==> config.mk <==
export PLATFORM = sky130hd
export DESIGN_NAME = stepper_half_step_homing_unit
export DESIGN_NICKNAME = d
export VERILOG_FILES = /design/src/design/shs_pkg.sv /design/src/design/shs_step.sv /design/src/design/shs_home.sv /design/src/design/stepper_half_step_homing_unit.sv
export SDC_FILE = /design/constraint.sdc
export NUM_CORES = 1
export LEC_CHECK = 0
export BUFFER_PORTS_ARGS = -buffer_cell sky130_fd_sc_hd__buf_2
export CORE_MARGIN = 2
export CORE_UTILIZATION = 50
export CTS_CLUSTER_DIAMETER = 50
export CTS_CLUSTER_SIZE = 20
export DETAILED_ROUTE_END_ITERATION = 7
export PLACE_DENSITY_LB_ADDON = 0.12
export SLEW_MARGIN = 20
export SYNTH_ARGS = -nofsm -noshare
export SYNTH_HDL_FRONTEND = slang
export SYNTH_HIERARCHICAL = 1
export SYNTH_SLANG_ARGS = --single-unit
==> constraint.sdc <==
create_clock -name clk -period 10.2 [get_ports clk]
set_clock_uncertainty 0.1 [all_clocks]
set_input_delay 2.55 -clock clk [delete_from_list [all_inputs] [get_ports clk]]
set_output_delay 2.55 -clock clk [all_outputs]
set_load 0.02 [all_outputs]
==> src/design/shs_pkg.sv <==
// Shared types, command codes and the half-step coil table for the stepper homing unit.
package shs_pkg;

	localparam int POS_W = 32;
	localparam int FAR_W = 30;
	localparam int IVL_W = 16;
	localparam int PHASE_W = 3;
	localparam int TIME_W = 32;

	localparam logic [1:0] CMD_SET_TARGET = 2'd0;
	localparam logic [1:0] CMD_STEP_TICK = 2'd1;
	localparam logic [1:0] CMD_HOMING_POLL = 2'd2;
	localparam logic [1:0] CMD_NOP = 2'd3;

	localparam logic [1:0] REG_EDGE_LEVEL = 2'd0;
	localparam logic [1:0] REG_MAIN_TURN_POSITIVE = 2'd1;
	localparam logic [1:0] REG_SLOW_STEP_INTERVAL = 2'd2;
	localparam logic [1:0] REG_FAR_DISTANCE = 2'd3;

	localparam logic [PHASE_W-1:0] PH_PRE_TURN = 3'd0;
	localparam logic [PHASE_W-1:0] PH_MAIN_TURN = 3'd1;
	localparam logic [PHASE_W-1:0] PH_ZEROING = 3'd2;
	localparam logic [PHASE_W-1:0] PH_CREEP = 3'd3;
	localparam logic [PHASE_W-1:0] PH_DONE = 3'd4;

	typedef struct packed {
		logic [1:0] command;
		logic signed [31:0] target_pos;
		logic signed [31:0] target_offset;
		logic sensor_level;
		logic [31:0] now_ms;
	} in_word_t;

	typedef struct packed {
		logic [3:0] coil_pattern;
		logic stepped;
		logic signed [31:0] actual_position;
		logic homing_done;
	} out_word_t;

	typedef struct packed {
		logic edge_level;
		logic main_turn_positive;
		logic [IVL_W-1:0] slow_step_interval;
		logic [FAR_W-1:0] far_distance;
	} cfg_t;

	// Result of one step tick.
	typedef struct packed {
		logic moved;
		logic [POS_W-1:0] position;
		logic [3:0] coils;
	} step_res_t;

	// Updates requested by one homing poll.
	typedef struct packed {
		logic load_target;
		logic [POS_W-1:0] target;
		logic zero_pos;
		logic load_stamp;
		logic [PHASE_W-1:0] phase;
		logic done;
	} home_upd_t;

	function automatic logic [3:0] half_step_row(input logic [2:0] idx);
		logic [3:0] row;
		unique case (idx)
			3'd0: row = 4'h1;
			3'd1: row = 4'h5;
			3'd2: row = 4'h4;
			3'd3: row = 4'h6;
			3'd4: row = 4'h2;
			3'd5: row = 4'hA;
			3'd6: row = 4'h8;
			default: row = 4'h9;
		endcase
		return row;
	endfunction

endpackage

==> src/design/shs_step.sv <==
// Step tick logic: one step toward target plus offset and the coil pattern lookup.
module shs_step (
	input  logic [shs_pkg::POS_W-1:0] target,
	input  logic [shs_pkg::POS_W-1:0] shift,
	input  logic [shs_pkg::POS_W-1:0] motor,
	output shs_pkg::step_res_t        res
);

	logic [shs_pkg::POS_W-1:0] goal;
	logic [shs_pkg::POS_W-1:0] next_pos;
	logic up;
	logic down;

	assign goal = target + shift;
	assign up = $signed(goal) > $signed(motor);
	assign down = $signed(goal) < $signed(motor);

	always_comb begin
		if (up) begin
			next_pos = motor + shs_pkg::POS_W'(1);
		end else begin
			next_pos = motor - shs_pkg::POS_W'(1);
		end
	end

	assign res.moved = up | down;
	assign res.position = next_pos;
	assign res.coils = shs_pkg::half_step_row(next_pos[2:0]);

endmodule

==> src/design/shs_home.sv <==
// Homing poll logic: the five-phase sequence with its fall-through resolved in one pass.
module shs_home (
	input  shs_pkg::cfg_t                 cfg,
	input  logic [shs_pkg::PHASE_W-1:0]   phase,
	input  logic [shs_pkg::POS_W-1:0]     target,
	input  logic [shs_pkg::TIME_W-1:0]    stamp,
	input  logic                          level,
	input  logic [shs_pkg::TIME_W-1:0]    now,
	output shs_pkg::home_upd_t            upd
);

	logic at_edge;
	logic [shs_pkg::POS_W-1:0] far_plus;
	logic [shs_pkg::POS_W-1:0] far_minus;
	logic [shs_pkg::POS_W-1:0] far_main;
	logic [shs_pkg::POS_W-1:0] far_back;
	logic [shs_pkg::TIME_W-1:0] elapsed;
	logic creep_due;

	assign at_edge = (level == cfg.edge_level);
	assign far_plus = shs_pkg::POS_W'(cfg.far_distance);
	assign far_minus = shs_pkg::POS_W'(0) - far_plus;
	assign far_main = cfg.main_turn_positive ? far_plus : far_minus;
	assign far_back = cfg.main_turn_positive ? far_minus : far_plus;
	assign elapsed = now - stamp;
	assign creep_due = elapsed > shs_pkg::TIME_W'(cfg.slow_step_interval);

	always_comb begin
		upd.load_target = 1'b0;
		upd.target = far_main;
		upd.zero_pos = 1'b0;
		upd.load_stamp = 1'b0;
		upd.phase = phase;
		upd.done = 1'b0;
		unique case (phase)
			shs_pkg::PH_PRE_TURN: begin
				// At the edge: back off first; otherwise go straight into the main turn.
				upd.load_target = 1'b1;
				if (at_edge) begin
					upd.target = far_back;
					upd.phase = shs_pkg::PH_MAIN_TURN;
				end else begin
					upd.phase = shs_pkg::PH_ZEROING;
				end
			end
			shs_pkg::PH_MAIN_TURN: begin
				if (!at_edge) begin
					upd.load_target = 1'b1;
					upd.phase = shs_pkg::PH_ZEROING;
				end
			end
			shs_pkg::PH_ZEROING: begin
				// Reaching the edge zeroes the positions; the creep check that follows
				// sees zero elapsed time and never moves in the same poll.
				if (at_edge) begin
					upd.zero_pos = 1'b1;
					upd.load_stamp = 1'b1;
					upd.phase = shs_pkg::PH_CREEP;
				end
			end
			shs_pkg::PH_CREEP: begin
				if (!at_edge) begin
					upd.zero_pos = 1'b1;
					upd.phase = shs_pkg::PH_DONE;
				end else if (creep_due) begin
					upd.load_target = 1'b1;
					upd.target = target + far_back;
					upd.load_stamp = 1'b1;
				end
			end
			shs_pkg::PH_DONE: begin
				upd.done = 1'b1;
			end
			default: begin
				upd.phase = shs_pkg::PH_PRE_TURN;
			end
		endcase
	end

endmodule

==> src/design/stepper_half_step_homing_unit.sv <==
// Top level of the half-step stepper sequencer with homing: registers, handshake and state.
// An accepted word waits in the input register and becomes a result word when it moves on
// into the result register, which it does only while that register is empty or draining.
// Throughput: one word per cycle while results are taken; the input and result registers
// are the only stages, and all state is updated when a word moves from one to the other.
// Reset (arst_n low, asynchronous) clears positions, phase, time stamp and coils,
// empties both stages, and restores the register defaults.
module stepper_half_step_homing_unit (
	input  logic                 clk,
	input  logic                 arst_n,
	input  logic                 wr_en,
	input  logic [1:0]           wr_index,
	input  logic [shs_pkg::FAR_W-1:0] wr_data,
	input  logic                 in_valid,
	output logic                 in_ready,
	input  shs_pkg::in_word_t    in_word,
	output logic                 out_valid,
	input  logic                 out_ready,
	output shs_pkg::out_word_t   out_word
);

	// Configuration registers.
	shs_pkg::cfg_t cfg_q;

	// Input stage: the accepted word waits here until the result register can take it.
	logic valid_s1;
	shs_pkg::in_word_t item_s1;

	// Result register.
	logic out_valid_q;
	shs_pkg::out_word_t out_word_q;

	// Sequencer state.
	logic [shs_pkg::POS_W-1:0] target_q;
	logic [shs_pkg::POS_W-1:0] shift_q;
	logic [shs_pkg::POS_W-1:0] motor_q;
	logic [shs_pkg::PHASE_W-1:0] phase_q;
	logic [shs_pkg::TIME_W-1:0] stamp_q;
	logic [3:0] drive_q;

	logic advance;
	shs_pkg::step_res_t step_res;
	shs_pkg::home_upd_t home_upd;

	logic [shs_pkg::POS_W-1:0] target_d;
	logic [shs_pkg::POS_W-1:0] shift_d;
	logic [shs_pkg::POS_W-1:0] motor_d;
	logic [shs_pkg::PHASE_W-1:0] phase_d;
	logic [shs_pkg::TIME_W-1:0] stamp_d;
	logic [3:0] drive_d;
	logic stepped_d;
	logic done_d;

	// A word leaves the input stage whenever the result register is empty or being
	// drained, so the input stage can take a new word in the same cycle that its
	// current word moves on. A full input stage behind a waiting result holds the input.
	assign advance = valid_s1 && (!out_valid_q || out_ready);
	assign in_ready = !valid_s1 || advance;
	assign out_valid = out_valid_q;
	assign out_word = out_word_q;

	shs_step u_step (
		.target (target_q),
		.shift  (shift_q),
		.motor  (motor_q),
		.res    (step_res)
	);

	shs_home u_home (
		.cfg    (cfg_q),
		.phase  (phase_q),
		.target (target_q),
		.stamp  (stamp_q),
		.level  (item_s1.sensor_level),
		.now    (item_s1.now_ms),
		.upd    (home_upd)
	);

	// Next state for the word in the input stage.
	always_comb begin
		target_d = target_q;
		shift_d = shift_q;
		motor_d = motor_q;
		phase_d = phase_q;
		stamp_d = stamp_q;
		drive_d = drive_q;
		stepped_d = 1'b0;
		done_d = 1'b0;
		unique case (item_s1.command)
			shs_pkg::CMD_SET_TARGET: begin
				target_d = shs_pkg::POS_W'(item_s1.target_pos);
				shift_d = shs_pkg::POS_W'(item_s1.target_offset);
			end
			shs_pkg::CMD_STEP_TICK: begin
				// The coil pattern only changes when the motor actually moves.
				if (step_res.moved) begin
					motor_d = step_res.position;
					drive_d = step_res.coils;
					stepped_d = 1'b1;
				end
			end
			shs_pkg::CMD_HOMING_POLL: begin
				// Zeroing wins over a target load; both never come from the same poll.
				if (home_upd.load_target) begin
					target_d = home_upd.target;
				end
				if (home_upd.zero_pos) begin
					target_d = '0;
					shift_d = '0;
					motor_d = '0;
				end
				if (home_upd.load_stamp) begin
					stamp_d = item_s1.now_ms;
				end
				phase_d = home_upd.phase;
				done_d = home_upd.done;
			end
			shs_pkg::CMD_NOP: begin
			end
			default: begin
			end
		endcase
	end

	// Configuration writes.
	always_ff @(posedge clk or negedge arst_n) begin
		if (!arst_n) begin
			cfg_q.edge_level <= 1'b1;
			cfg_q.main_turn_positive <= 1'b1;
			cfg_q.slow_step_interval <= shs_pkg::IVL_W'(20);
			cfg_q.far_distance <= shs_pkg::FAR_W'(100000);
		end else if (wr_en) begin
			unique case (wr_index)
				shs_pkg::REG_EDGE_LEVEL: cfg_q.edge_level <= wr_data[0];
				shs_pkg::REG_MAIN_TURN_POSITIVE: cfg_q.main_turn_positive <= wr_data[0];
				shs_pkg::REG_SLOW_STEP_INTERVAL: begin
					cfg_q.slow_step_interval <= wr_data[shs_pkg::IVL_W-1:0];
				end
				shs_pkg::REG_FAR_DISTANCE: cfg_q.far_distance <= wr_data;
				default: begin
				end
			endcase
		end
	end

	// Input stage control.
	always_ff @(posedge clk or negedge arst_n) begin
		if (!arst_n) begin
			valid_s1 <= 1'b0;
		end else if (in_ready) begin
			valid_s1 <= in_valid;
		end
	end

	always_ff @(posedge clk) begin
		if (in_ready && in_valid) begin
			item_s1 <= in_word;
		end
	end

	// Result register control.
	always_ff @(posedge clk or negedge arst_n) begin
		if (!arst_n) begin
			out_valid_q <= 1'b0;
		end else if (advance) begin
			out_valid_q <= 1'b1;
		end else if (out_ready) begin
			out_valid_q <= 1'b0;
		end
	end

	always_ff @(posedge clk) begin
		if (advance) begin
			out_word_q.coil_pattern <= drive_d;
			out_word_q.stepped <= stepped_d;
			out_word_q.actual_position <= 32'(signed'(motor_d));
			out_word_q.homing_done <= done_d;
		end
	end

	// Sequencer state, updated once per word as it moves to the result register.
	always_ff @(posedge clk or negedge arst_n) begin
		if (!arst_n) begin
			target_q <= '0;
			shift_q <= '0;
			motor_q <= '0;
			phase_q <= shs_pkg::PH_PRE_TURN;
			stamp_q <= '0;
			drive_q <= '0;
		end else if (advance) begin
			target_q <= target_d;
			shift_q <= shift_d;
			motor_q <= motor_d;
			phase_q <= phase_d;
			stamp_q <= stamp_d;
			drive_q <= drive_d;
		end
	end

endmodule

==> flow_summary_export.csv <==
group,metric,value,unit
drt,ant_nets,0,
global_route,grt_max_degree,93,
clock_network,clockBufferDepth,3,
logic_synthesis,netlist_instances,2252,
drt,drt_pass1_iterations,7,
finish,fin_area,0.0251,mm²
drt,wire_per_inst,20.0,µm
logic_synthesis,muxShareOfSynthArea,5.31,%
sta,finalCritPeriodShare,86.1,%
logic_synthesis,synth_top_family_by_area,"compound AO/OA/AOI/OAI gates",
logic_synthesis,synth_edf_count,137,
logic_synthesis,ys_warn_count,6,
sta,maxSlewHeadroom,36.3,%
floorplanning,initial_core_util,50.7,%
worst_setup_path,crit_path_start_kind,"flip-flop",
run,cap_violations,0,
placed_design,globalplace.congestion,0.902,
clock_network,cts.htree.levels,2,
sta,drv_slew,0,
logic_synthesis,yosysTopAreaCell,"dfrtp_1",
logic_synthesis,synthTopCellsByArea,"dfrtp_1 20%, edfxtp_1 18%, ha_1 10%",
floorplanning,rows,77,
finish,fin_cells,3024,
sta,finalHoldViolations,0,
clock_network,cts_num_sinks,322,
finish,final_cell_mix,"180 x inv_1, 180 x a21oi_1, 180 x ha_1, 175 x dfrtp_1, 174 x buf_2",
placed_design,dp_cells,2944,
finish,nNetsFinal,2717,
drt,first_iter_violations,1352,
placed_design,port_buffers,175,
worst_setup_path,path_class,"flip-flop to flip-flop",
finish,multi_input_area,0.0125,mm²
logic_synthesis,ys_async_sr_fraction,57.5,%
worst_setup_path,max_stage_delay,790,ps
drt,route.vias.total,18082,
logic_synthesis,synth-seq-cells,322,
floorplanning,io_pins,176,
worst_setup_path,crit_arrival,9010,ps
global_route,antenna_found_initial,0,
global_route,grt_use_total,26.1,%
drt,viasPerCell,5.98,
worst_setup_path,crit_fanout,18,
worst_setup_path,path_common_cell,"ha_1",
finish,seqCellArea,0.00876,mm²
worst_setup_path,required,10430,ps
logic_synthesis,synth_cell_types,104,
placed_design,dpl_cell_area,0.0236,mm²
clock_network,clk_pin_slew,70,ps
worst_setup_path,crit_buf_inv,1,
finish,diodes,0,
floorplanning,core,0.0442,mm²
floorplanning,die_w,216,µm
sta,worstMarginPinSlew,954,ps
placed_design,hpwl,44600,µm
sta,rsz0062_at_grt,"false",
drt,drc,0,
logic_synthesis,synth-main-ff-cell,"dfrtp_1",
worst_setup_path,cp_top_family,"compound AO/OA/AOI/OAI gates",
drt,finalWirelength,60400,µm
sta,timing.fmax,114,MHz
logic_synthesis,yosys.area_share.adder,10.4,%
finish,drive_above_1_share,17.8,%
run_status,status,"finished clean",
logic_synthesis,synth.top_cell.area_share,19.5,%
logic_synthesis,syn_nets,2572,
logic_synthesis,synth-compound-area-share,21.5,%
floorplanning,die_area,0.0465,mm²
finish,nFillCells,3883,
global_route,first_global_vias,17930,
clock_network,tritoncts,"done",
sta,post-route-min-period,8780,ps
logic_synthesis,yosysSeqAreaShare,39.1,%
global_route,overflow,0,
finish,synthToLayoutAreaGrowth,12.2,%
clock_network,clk_latency,580,ps
clock_network,cts_hold_buf,0,
logic_synthesis,avgSynthCellArea,9.95,µm²
min_path,hp-class,"flip-flop to flip-flop",
worst_setup_path,critPathCaptureType,"flip-flop",
sta,setup_tns,0,ps
logic_synthesis,synth_area,0.0224,mm²
worst_setup_path,cp_slowest_cell,"o21ai_2",
logic_synthesis,synth_xor_area_share,4.89,%
clock_network,numCtsBuffers,43,
logic_synthesis,yosys.area_share.simple,13.4,%
clock_network,cts_root_buf,"clkbuf_16",
sta,setup_viol,0,
clock_network,post-cts-setup-buffer-count,0,
global_route,grt_pass1_wl,97200,µm
clock_network,cts_resized,0,
floorplanning,fp.dieH,216,µm
-- cells by family after synthesis --
family	count (synthesis)
buffers and inverters	271
xor gates and xnor gates	125
and+or+nand+nor	576
DFF	322
muxes	107
adders and majority gates	184
AOI/OAI and AO/OA	667
-- sequential cells by signal, indices dropped and copies added (netlist names) --
signal / count
phase_q: 3
out_word: 38
drive_q: 4
target_q: 32
item_s1: 99
cfg_q: 48
out_valid: 1
stamp_q: 32
motor_q: 32
shift_q: 32
valid_s1: 1
-- cell usage after synthesis (all sizes together), types with 32 or more instances --
cell type / instances
a21oi: 183
inv: 181
ha: 180
dfrtp: 175
nand2: 147
edfxtp: 137
nor2: 117
mux2: 94
xnor2: 93
o21ai: 87
a22o: 64
a21o: 56
buf: 54
nor2b: 45
nand3: 43
nand2b: 40
nor3: 38
clkbuf: 35
a32o: 32
o32a: 32
xor2: 32
-- path summary, 6_finish.rpt --
check	from	endpoint	slack, ps	cells past startpoint
max reg2reg	target_q[1]$_DFFE_PN0P_	out_word[31]$_DFFE_PP_	1420	26
min in group asynchronous	arst_n	stamp_q[19]$_DFFE_PN0P_	1900	1
min reg2reg	item_s1[54]$_DFFE_PP_	shift_q[21]$_DFFE_PN0P_	360	1
min	item_s1[54]$_DFFE_PP_	shift_q[21]$_DFFE_PN0P_	360	1
max	target_q[1]$_DFFE_PN0P_	out_word[31]$_DFFE_PP_	1420	26
max in group asynchronous	arst_n	target_q[9]$_DFFE_PN0P_	6700	2
-- area by class of cell --
cell class / count / share of cell area [%]
Clock buffer: 47 / 4.55
Timing Repair Buffer: 190 / 3.97
Inverter: 181 / 2.70
Sequential cell: 322 / 34.8
Multi-Input combinational cell: 1659 / 49.6
Clock inverter: 33 / 1.42
Tap cell: 592 / 2.95
-- per-layer routing --
layer	wire (µm)	track usage, %
met5	0	0
met1	27200	35.9
met2	28300	43.1
met4	1610	8.23
met3	3290	3.13
-- per-stage QoR --
step	setup WS, ps	util (%)	hold WS (ps)
finish	1420	56.8	364
floorplan	2300	-	343
CTS	1550	56.8	365
global route	861	56.8	387
global placement	1750	53.4	348
detailed placement	1590	53.4	349
Power is not shown: default switching activity piles up to over one toggle a cycle in this logic, so the estimate is an artifact.
